### src/sv/sbd_pkg.sv
// -----------------------------------------------------------------------------
// Signal binning decimator package
// Shared widths, register indexes and item types for the binning decimator.
// -----------------------------------------------------------------------------
package sbd_pkg;

	localparam int SAMPLE_BITS    = 24;
	localparam int VALUE_BITS     = 40;
	localparam int INDEX_BITS     = 16;
	localparam int RATIO_BITS     = 24;
	localparam int DIVISOR_BITS   = 16;
	localparam int COUNT_BITS     = 32;
	localparam int CUTOFF_BITS    = 40;
	localparam int CFG_INDEX_BITS = 4;
	localparam int CFG_DATA_BITS  = 24;
	localparam int QUEUE_DEPTH    = 4;

	localparam logic [CFG_INDEX_BITS-1:0] REG_BIN_RATIO    = 4'd0;
	localparam logic [CFG_INDEX_BITS-1:0] REG_AVERAGE_MODE = 4'd1;
	localparam logic [CFG_INDEX_BITS-1:0] REG_AVG_DIVISOR  = 4'd2;
	localparam logic [CFG_INDEX_BITS-1:0] REG_MAX_BINS     = 4'd3;

	localparam logic [RATIO_BITS-1:0]   BIN_RATIO_RESET   = 24'd256;
	localparam logic [DIVISOR_BITS-1:0] AVG_DIVISOR_RESET = 16'd1;
	localparam logic [INDEX_BITS-1:0]   MAX_BINS_RESET    = 16'hFFFF;

	typedef struct packed {
		logic signed [SAMPLE_BITS-1:0] sample;
		logic                          channel_start;
	} sample_item_t;

	typedef struct packed {
		logic signed [VALUE_BITS-1:0] bin_value;
		logic [INDEX_BITS-1:0]        bin_index;
	} bin_item_t;

	typedef struct packed {
		logic [RATIO_BITS-1:0]   bin_ratio;
		logic                    average_mode;
		logic [DIVISOR_BITS-1:0] avg_divisor;
		logic [INDEX_BITS-1:0]   max_bins;
	} cfg_t;

endpackage

### src/sv/sbd_front.sv
// -----------------------------------------------------------------------------
// Binning decimator front end
// Accumulates samples, tracks the bin cutoff and pushes each closed bin while the bin index is below max_bins.
// -----------------------------------------------------------------------------
module sbd_front
	import sbd_pkg::*;
#(
	parameter int RATIO_FRAC_BITS = 8
) (
	input  logic         clk,
	input  logic         arst_n,
	input  logic         sample_valid,
	output logic         sample_stall,
	input  sample_item_t sample_item,
	input  cfg_t         cfg,
	input  logic         queue_full,
	output logic         push,
	output bin_item_t    push_item
);

	localparam int SCALED_BITS = COUNT_BITS + RATIO_FRAC_BITS;
	localparam int CMP_BITS    = (SCALED_BITS > CUTOFF_BITS) ? SCALED_BITS : CUTOFF_BITS;
	localparam logic [RATIO_BITS-1:0] ONE_SAMPLE = RATIO_BITS'(1) << RATIO_FRAC_BITS;
	localparam logic [CUTOFF_BITS-1:0] CUTOFF_RESET = (BIN_RATIO_RESET < ONE_SAMPLE) ?
		'0 : CUTOFF_BITS'(BIN_RATIO_RESET - ONE_SAMPLE);

	logic [VALUE_BITS-1:0]  sum_q, sum_base, sum_new;
	logic [COUNT_BITS-1:0]  count_q, count_base, count_new;
	logic [CUTOFF_BITS-1:0] cutoff_q, cutoff_base, cutoff_reload;
	logic [INDEX_BITS-1:0]  bins_q, bins_base;
	logic [RATIO_BITS-1:0]  eff_ratio;
	logic [CMP_BITS-1:0]    scaled;
	logic                   bin_close;
	logic                   emit;
	logic                   accept;

	assign sample_stall = queue_full;
	assign accept       = sample_valid && !sample_stall;

	always_comb begin
		eff_ratio     = (cfg.bin_ratio < ONE_SAMPLE) ? ONE_SAMPLE : cfg.bin_ratio;
		cutoff_reload = CUTOFF_BITS'(eff_ratio - ONE_SAMPLE);
		sum_base      = sample_item.channel_start ? '0 : sum_q;
		count_base    = sample_item.channel_start ? '0 : count_q;
		cutoff_base   = sample_item.channel_start ? cutoff_reload : cutoff_q;
		bins_base     = sample_item.channel_start ? '0 : bins_q;
		sum_new       = sum_base + VALUE_BITS'(sample_item.sample);
		count_new     = count_base + COUNT_BITS'(1);
		scaled        = CMP_BITS'(count_new) << RATIO_FRAC_BITS;
		bin_close     = scaled > CMP_BITS'(cutoff_base);
		emit          = bin_close && (bins_base < cfg.max_bins);
	end

	assign push                = accept && emit;
	assign push_item.bin_value = sum_new;
	assign push_item.bin_index = bins_base;

	always_ff @(posedge clk or negedge arst_n) begin
		if (!arst_n) begin
			sum_q    <= '0;
			count_q  <= '0;
			cutoff_q <= CUTOFF_RESET;
			bins_q   <= '0;
		end else if (accept) begin
			sum_q    <= bin_close ? '0 : sum_new;
			count_q  <= count_new;
			cutoff_q <= bin_close ? cutoff_base + CUTOFF_BITS'(eff_ratio) : cutoff_base;
			bins_q   <= emit ? bins_base + INDEX_BITS'(1) : bins_base;
		end
	end

endmodule

### src/sv/sbd_queue.sv
// -----------------------------------------------------------------------------
// Binning decimator bin queue
// Short first-in first-out store of closed bins between front and back end.
// -----------------------------------------------------------------------------
module sbd_queue
	import sbd_pkg::*;
(
	input  logic      clk,
	input  logic      arst_n,
	input  logic      push,
	input  bin_item_t push_item,
	input  logic      pop,
	output logic      full,
	output logic      not_empty,
	output bin_item_t head_item
);

	localparam int PTR_BITS = $clog2(QUEUE_DEPTH);

	bin_item_t             entry_q [QUEUE_DEPTH];
	logic [PTR_BITS-1:0]   wr_ptr_q;
	logic [PTR_BITS-1:0]   rd_ptr_q;
	logic [PTR_BITS:0]     fill_q;

	assign full      = (fill_q == (PTR_BITS+1)'(QUEUE_DEPTH));
	assign not_empty = (fill_q != '0);
	assign head_item = entry_q[rd_ptr_q];

	always_ff @(posedge clk) begin
		if (push) begin
			entry_q[wr_ptr_q] <= push_item;
		end
	end

	always_ff @(posedge clk or negedge arst_n) begin
		if (!arst_n) begin
			wr_ptr_q <= '0;
			rd_ptr_q <= '0;
			fill_q   <= '0;
		end else begin
			if (push) begin
				wr_ptr_q <= (wr_ptr_q == PTR_BITS'(QUEUE_DEPTH - 1)) ? '0 : wr_ptr_q + PTR_BITS'(1);
			end
			if (pop) begin
				rd_ptr_q <= (rd_ptr_q == PTR_BITS'(QUEUE_DEPTH - 1)) ? '0 : rd_ptr_q + PTR_BITS'(1);
			end
			if (push && !pop) begin
				fill_q <= fill_q + (PTR_BITS+1)'(1);
			end else if (pop && !push) begin
				fill_q <= fill_q - (PTR_BITS+1)'(1);
			end
		end
	end

endmodule

### src/sv/sbd_divider.sv
// -----------------------------------------------------------------------------
// Binning decimator divider
// Signed division by an unsigned divisor, one quotient bit per cycle,
// truncated toward zero.
// -----------------------------------------------------------------------------
module sbd_divider
	import sbd_pkg::*;
(
	input  logic                         clk,
	input  logic                         arst_n,
	input  logic                         start,
	input  logic signed [VALUE_BITS-1:0] dividend,
	input  logic [DIVISOR_BITS-1:0]      divisor,
	output logic                         done,
	output logic signed [VALUE_BITS-1:0] quotient
);

	localparam int CNT_BITS = $clog2(VALUE_BITS);

	logic [VALUE_BITS-1:0]   quo_q;
	logic [DIVISOR_BITS-1:0] rem_q;
	logic [DIVISOR_BITS-1:0] div_q;
	logic [CNT_BITS-1:0]     cnt_q;
	logic                    neg_q;
	logic                    busy_q;
	logic                    done_q;
	logic [DIVISOR_BITS:0]   rem_shift;
	logic                    fits;
	logic [VALUE_BITS-1:0]   magnitude;

	always_comb begin
		magnitude = dividend[VALUE_BITS-1] ? -dividend : dividend;
		rem_shift = {rem_q, quo_q[VALUE_BITS-1]};
		fits      = rem_shift >= {1'b0, div_q};
	end

	assign done     = done_q;
	assign quotient = neg_q ? -quo_q : quo_q;

	always_ff @(posedge clk) begin
		if (start) begin
			quo_q <= magnitude;
			rem_q <= '0;
			div_q <= (divisor == '0) ? DIVISOR_BITS'(1) : divisor;
			neg_q <= dividend[VALUE_BITS-1];
			cnt_q <= CNT_BITS'(VALUE_BITS - 1);
		end else if (busy_q) begin
			quo_q <= {quo_q[VALUE_BITS-2:0], fits};
			rem_q <= fits ? DIVISOR_BITS'(rem_shift - {1'b0, div_q}) : rem_shift[DIVISOR_BITS-1:0];
			cnt_q <= cnt_q - CNT_BITS'(1);
		end
	end

	always_ff @(posedge clk or negedge arst_n) begin
		if (!arst_n) begin
			busy_q <= 1'b0;
			done_q <= 1'b0;
		end else begin
			done_q <= busy_q && (cnt_q == '0);
			if (start) begin
				busy_q <= 1'b1;
			end else if (busy_q && (cnt_q == '0)) begin
				busy_q <= 1'b0;
			end
		end
	end

endmodule

### src/sv/sbd_back.sv
// -----------------------------------------------------------------------------
// Binning decimator back end
// Takes closed bins from the queue, optionally averages them, and holds
// the result in the output register.
// -----------------------------------------------------------------------------
module sbd_back
	import sbd_pkg::*;
(
	input  logic      clk,
	input  logic      arst_n,
	input  cfg_t      cfg,
	input  logic      queue_not_empty,
	input  bin_item_t head_item,
	output logic      pop,
	output logic      bin_valid,
	input  logic      bin_stall,
	output bin_item_t bin_item
);

	localparam logic [1:0] ST_IDLE = 2'd0;
	localparam logic [1:0] ST_DIV  = 2'd1;
	localparam logic [1:0] ST_DONE = 2'd2;

	logic [1:0]                   state_q;
	logic [1:0]                   state_next;
	logic                         bin_valid_q;
	bin_item_t                    bin_item_q;
	logic [INDEX_BITS-1:0]        index_q;
	logic                         out_free;
	logic                         div_start;
	logic                         div_done;
	logic signed [VALUE_BITS-1:0] div_quotient;
	logic                         load_pass;
	logic                         load_avg;

	sbd_divider u_divider (
		.clk      (clk),
		.arst_n   (arst_n),
		.start    (div_start),
		.dividend (head_item.bin_value),
		.divisor  (cfg.avg_divisor),
		.done     (div_done),
		.quotient (div_quotient)
	);

	assign out_free = !bin_valid_q || !bin_stall;

	always_comb begin
		state_next = state_q;
		load_pass  = 1'b0;
		load_avg   = 1'b0;
		div_start  = 1'b0;
		unique case (state_q)
			ST_IDLE: begin
				if (queue_not_empty) begin
					if (cfg.average_mode) begin
						div_start  = 1'b1;
						state_next = ST_DIV;
					end else if (out_free) begin
						load_pass = 1'b1;
					end
				end
			end
			ST_DIV: begin
				if (div_done) begin
					state_next = ST_DONE;
				end
			end
			ST_DONE: begin
				if (out_free) begin
					load_avg   = 1'b1;
					state_next = ST_IDLE;
				end
			end
			default: begin
				state_next = ST_IDLE;
			end
		endcase
	end

	assign pop       = load_pass || div_start;
	assign bin_valid = bin_valid_q;
	assign bin_item  = bin_item_q;

	always_ff @(posedge clk) begin
		if (div_start) begin
			index_q <= head_item.bin_index;
		end
		if (load_pass) begin
			bin_item_q <= head_item;
		end else if (load_avg) begin
			bin_item_q.bin_value <= div_quotient;
			bin_item_q.bin_index <= index_q;
		end
	end

	always_ff @(posedge clk or negedge arst_n) begin
		if (!arst_n) begin
			state_q     <= ST_IDLE;
			bin_valid_q <= 1'b0;
		end else begin
			state_q <= state_next;
			if (load_pass || load_avg) begin
				bin_valid_q <= 1'b1;
			end else if (!bin_stall) begin
				bin_valid_q <= 1'b0;
			end
		end
	end

endmodule

### src/sv/signal_binning_decimator_top.sv
// -----------------------------------------------------------------------------
// Signal binning decimator
// Integrate-and-dump decimator with fractional bin widths and optional
// averaging of each bin.
//
// Samples arrive on the sample channel (sample_valid, sample_stall,
// sample_item), one item per cycle at full rate while sample_stall is low.
// A set channel_start flag clears the bin sum, sample count and bin index
// and reloads the cutoff before the sample is added. Closed bins leave on
// the bin channel (bin_valid, bin_stall, bin_item). Registers are written
// through cfg_valid, cfg_ready, cfg_index and cfg_data; the user must write
// them only while the block is idle, which the block itself does not
// enforce; cfg_ready is always high. In sum mode a closing bin passes
// through the queue and the output register. In average mode the bit-serial
// divider adds its 40 iterations, and no new bin leaves the queue until the
// last result is loaded. A four-entry queue sits between the accumulator and
// the divider; sample_stall rises only when it is full. When the receiver
// stalls, the output register holds its item, the queue fills and the sample
// channel stalls. Reset clears the control state and loads register defaults.
// -----------------------------------------------------------------------------
module signal_binning_decimator_top
	import sbd_pkg::*;
#(
	parameter int RATIO_FRAC_BITS = 8
) (
	input  logic                      clk,
	input  logic                      arst_n,
	input  logic                      sample_valid,
	output logic                      sample_stall,
	input  sample_item_t              sample_item,
	output logic                      bin_valid,
	input  logic                      bin_stall,
	output bin_item_t                 bin_item,
	input  logic                      cfg_valid,
	output logic                      cfg_ready,
	input  logic [CFG_INDEX_BITS-1:0] cfg_index,
	input  logic [CFG_DATA_BITS-1:0]  cfg_data
);

	cfg_t      cfg_q;
	logic      queue_full;
	logic      queue_not_empty;
	logic      push;
	logic      pop;
	bin_item_t push_item;
	bin_item_t head_item;

	assign cfg_ready = 1'b1;

	always_ff @(posedge clk or negedge arst_n) begin
		if (!arst_n) begin
			cfg_q.bin_ratio    <= BIN_RATIO_RESET;
			cfg_q.average_mode <= 1'b0;
			cfg_q.avg_divisor  <= AVG_DIVISOR_RESET;
			cfg_q.max_bins     <= MAX_BINS_RESET;
		end else if (cfg_valid && cfg_ready) begin
			unique case (cfg_index)
				REG_BIN_RATIO:    cfg_q.bin_ratio    <= cfg_data[RATIO_BITS-1:0];
				REG_AVERAGE_MODE: cfg_q.average_mode <= cfg_data[0];
				REG_AVG_DIVISOR:  cfg_q.avg_divisor  <= cfg_data[DIVISOR_BITS-1:0];
				REG_MAX_BINS:     cfg_q.max_bins     <= cfg_data[INDEX_BITS-1:0];
				default: begin
				end
			endcase
		end
	end

	sbd_front #(
		.RATIO_FRAC_BITS (RATIO_FRAC_BITS)
	) u_front (
		.clk          (clk),
		.arst_n       (arst_n),
		.sample_valid (sample_valid),
		.sample_stall (sample_stall),
		.sample_item  (sample_item),
		.cfg          (cfg_q),
		.queue_full   (queue_full),
		.push         (push),
		.push_item    (push_item)
	);

	sbd_queue u_queue (
		.clk       (clk),
		.arst_n    (arst_n),
		.push      (push),
		.push_item (push_item),
		.pop       (pop),
		.full      (queue_full),
		.not_empty (queue_not_empty),
		.head_item (head_item)
	);

	sbd_back u_back (
		.clk             (clk),
		.arst_n          (arst_n),
		.cfg             (cfg_q),
		.queue_not_empty (queue_not_empty),
		.head_item       (head_item),
		.pop             (pop),
		.bin_valid       (bin_valid),
		.bin_stall       (bin_stall),
		.bin_item        (bin_item)
	);

endmodule

### config.mk
export PLATFORM = sky130hd
export DESIGN_NAME = signal_binning_decimator_top
export DESIGN_NICKNAME = d
export VERILOG_FILES = /design/src/sv/sbd_pkg.sv /design/src/sv/sbd_front.sv /design/src/sv/sbd_queue.sv /design/src/sv/sbd_divider.sv /design/src/sv/sbd_back.sv /design/src/sv/signal_binning_decimator_top.sv
export SDC_FILE = /design/constraint.sdc
export NUM_CORES = 1
export LEC_CHECK = 0
export ABC_AREA = 1
export CORE_ASPECT_RATIO = 0.9
export CORE_MARGIN = 3
export CORE_UTILIZATION = 35
export DETAILED_ROUTE_END_ITERATION = 6
export DONT_BUFFER_PORTS = 1
export PLACE_DENSITY_LB_ADDON = 0.08
export SYNTH_ARGS = -nofsm -noshare
export SYNTH_HDL_FRONTEND = slang
export SYNTH_HIERARCHICAL = 1
export SYNTH_SLANG_ARGS = --single-unit
### constraint.sdc
create_clock -name clk -period 16.9 [get_ports clk]
set_clock_uncertainty 0.1 [all_clocks]
set_input_delay 3.38 -clock clk [delete_from_list [all_inputs] [get_ports clk]]
set_output_delay 3.38 -clock clk [all_outputs]
set_load 0.01 [all_outputs]
==> metrics.md <==
| Metric | Value |
|---|---|
| Status | complete, but fails checks |
| Violated checks | design-rule violations |
| Initial DRC Count | 2095 |
| Total wire length | 102000 µm |
| Setup total negative slack | 0 ns |
| #FFs+latches synth | 572 |
| Setup bufs post-CTS | 0 |
| Area contributors post-synth | edfxtp_1 (30%), nand2_1 (13%), dfrtp_1 (13%) |
| WL per Instance | 17.9 µm |
| Combinational share of power | a little over two fifths |
| Crit-path most repeated cell | nand3_1 |
| Final #Nets | 4495 |
| Crit Path Max Fanout | 131 |
| Max-Cap Viols | 0 |
| Leakage | 17.6 nW |
| Yosys warnings | 6 |
| Synth top area share | 29.7% |
| Max Root-Sink Buffers | 3 |
| Crit end category | flip-flop |
| Avg Vias per Cell | 4.92 |
| Vias in the first global route | 26700 |
| Internal | 0.00363 W |
| Hold_ws | 0.360 ns |
| Cts bufs inserted | slightly above 70 |
| Worst setup margin | roughly 9 ns |
| Congestion Overflow GR | 0 |
| DRC Markers | 15 |
| Mapped Cells | 4388 |
| Top_reg_cell synth | edfxtp_1 |
| Part of the Yosys area used for sequential elements | 44.8% |
| Max frequency | roughly 130 MHz |
| Cell Pwr Density | around 160 nW/µm² |
| DIE AREA | 106000 µm² |
| Initial antenna violation count | 1 |
| CTS tree | built |
| Iteration count of the initial detailed-routing pass | 7 |
| Post-synth EDFFs | roughly 350 |
| Critical Path RT | 17.34 ns |
| Worst vdd ir | roughly 0.000095 V |
| Crit path DAT | 8.38 ns |
| Die H | 309 µm |
| # rows | between 100 and 150 |
| Cells after DPL | 5568 |
| Finished Layout Cells | 5701 |
| Clock Tree Root | clkbuf_16 |
| Switching share of power | a little over two fifths |
| TritonCTS Sinks | 572 |
| Hpwl dp | 71500 µm |
| NetSw | roughly 0.0027 W |
| Largest net degree at the start of global routing | 198 |
| Area delta synth->final | 9.01% |
| Clock insertion delay at the later pin of the skew report | roughly 0.63 ns |
| GRT Overall Usage | 19.1% |
| DP Worst Slack | 8.37 ns |
| Final antenna-violating net count | 0 |
| Gp weighted congestion | 0.882 |
| Leading area contributor after synthesis | edfxtp_1 |
| Netlist cell types | 64 |
| Slowest-stage cell, CP | nand2_4 |
| CP startpoint kind | input port |
| Asr flop ratio synth | 34.4% |
| Sequential fraction of design power | 33.7% |
| Reg clk slew, reported paths | 0.06 ns |
| Hold crit path type | flip-flop to flip-flop |
| Worst slew margin | 33.3% |
| Starting density of the core | between 30 and 40% |
| Fraction of layout cells with a size suffix above 1 | 8.50% |
| Critical path's largest stage delay | roughly 0.4 ns |
| Pins Over Slew Limit | 0 |
| Port bufs | 0 |
| Clock share of power | 24.5% |
| Synth cell count leaders | nand2_1 (1202), inv_1 (604), nor2_1 (382) |
| Detailed-route via count | 28000 |
| Final setup viols | 0 |
| Fin crit period | 7.94 ns |
| Slew @ Worst Pin | 1.00 ns |
| Worst Setup Path Type | input port to flip-flop |
| Count of final hold-check violations | 0 |
| H-tree lvl count | 3 |
| CTS Hold Bufs | 0 |
| Post-CTS sizing | 0 |
| Final Cycle Share | 47.0% |
| I/O pin total | 117 |
| Chip width | approximately 340 µm |
| RSZ-0062 raised after global routing | false |
| Mapped Avg Cell Area | 8.14 µm² |
| Top-count cell post-synth | nand2_1 |
| Syn nets | 4585 |
| First-pass GRT wire length | 159000 µm |
| Placeable Area | 101000 µm² |
| Post-Syn Area | 35700 µm² |
==> layout make-up <==
cell class,count,area (µm²)
multi-input combinational,3003,16400
antenna,2,5.00
clock inverter,34,359
inverter,618,2330
clock buffer,97,2000
timing repair buffer,31,233
fill,10400,61700
sequential,572,16000
tap,1344,1680
==> per-layer routing <==
metal	up-vias	track usage, %	routed length [µm]
met5	-	0	0
met4	0	4.49	2160
met3	122	2.65	4300
met2	562	28.7	43100
met1	13100	29.0	52600
li1	14300	-	-
==> stage by stage <==
step,util [%],area [µm²],total power (W)
floorplan,-,35700,0.00411
global placement,36.4,36600,0.00483
detailed placement,36.4,36600,0.00483
CTS,38.7,38900,0.00642
global route,38.7,39000,0.00684
finish,38.7,39000,0.00635
==> worst paths after layout <==
check | startpoint | end | slack (ns) | cells past startpoint
max | sample_item[0] | u_front/sum_q[5] | 8.96 | 27
min | cfg_q[10] | cfg_q[10] | 0.36 | 2
max reg2reg | cfg_q[45] | u_front/sum_q[5] | 10.93 | 27
min reg2reg | cfg_q[10] | cfg_q[10] | 0.36 | 2
max in group asynchronous | arst_n | u_front/sum_q[13] | 13.85 | 0
min in group asynchronous | arst_n | cfg_q[28] | 2.38 | 0
==> cells in the final DEF (no fill, tap or decap), types with 9 or more instances in the layout <==
| cell | instances |
|---|---|
| nor2_4 | 11 |
| dfstp_2 | 18 |
| ha_1 | 135 |
| nand4_1 | 172 |
| o211ai_1 | 27 |
| nand2_2 | 12 |
| inv_1 | 597 |
| nand2_1 | 1201 |
| clkbuf_16 | 73 |
| a21oi_1 | 123 |
| nand3_1 | 220 |
| nand3b_1 | 15 |
| a31oi_1 | 22 |
| xnor2_1 | 44 |
| or2_2 | 9 |
| edfxtp_1 | 353 |
| dfxtp_1 | 22 |
| o211ai_2 | 101 |
| o21ai_0 | 195 |
| o21a_1 | 12 |
| nor2_2 | 23 |
| nor4_1 | 11 |
| nor3_1 | 39 |
| clkinv_2 | 13 |
| o22ai_1 | 26 |
| a21o_1 | 11 |
| dfrtp_1 | 178 |
| xor2_1 | 118 |
| nand3_2 | 9 |
| buf_4 | 31 |
| nor2_1 | 381 |
| clkbuf_1 | 16 |
| inv_2 | 19 |
| o21ai_1 | 20 |
==> cells by family (layout without fill, tap and decap cells) <==
logic type	Yosys count	count (layout)	share of synthesized area, %
AND/OR/NAND/NOR	2129	2129	25.8
buffers and inverters	813	780	9.57
AO/OA/AOI/OAI	572	572	11.0
flip-flops	572	572	44.8
XOR/XNOR	162	162	3.97
adder cells (fa/ha/maj)	139	139	4.95
other	1	3	0.0105
==> power by group through the flow <==
| stage | sequential, W | clock (W) | combinational [W] |
|---|---|---|---|
| floorplan | 0.00210 | 0 | 0.00201 |
| finish | 0.00214 | 0.00155 | 0.00266 |
| global route | 0.00217 | 0.00166 | 0.00301 |
| global placement | 0.00217 | 0 | 0.00266 |
| CTS | 0.00214 | 0.00161 | 0.00267 |
| detailed placement | 0.00217 | 0 | 0.00266 |
==> flip-flops by register name (all words and copies together) (netlist names), 32 cells and up <==
signal / cells
u_queue/entry_q: 224
cfg_q: 57
u_back/bin_item: 56
u_back/u_divider/quo_q: 40
u_front/cutoff_q: 40
u_front/sum_q: 40
u_front/count_q: 32
==> worst max-delay path, delay by kind of cell <==
kind	cells	cell delay, ns
AOI/OAI and AO/OA	1	0.10
buffers and inverters	3	0.53
adders and majority gates	2	0.52
and+or+nand+nor	20	3.58
xor gates and xnor gates	1	0.16
Note: power is estimated with default switching activity, not from simulation.
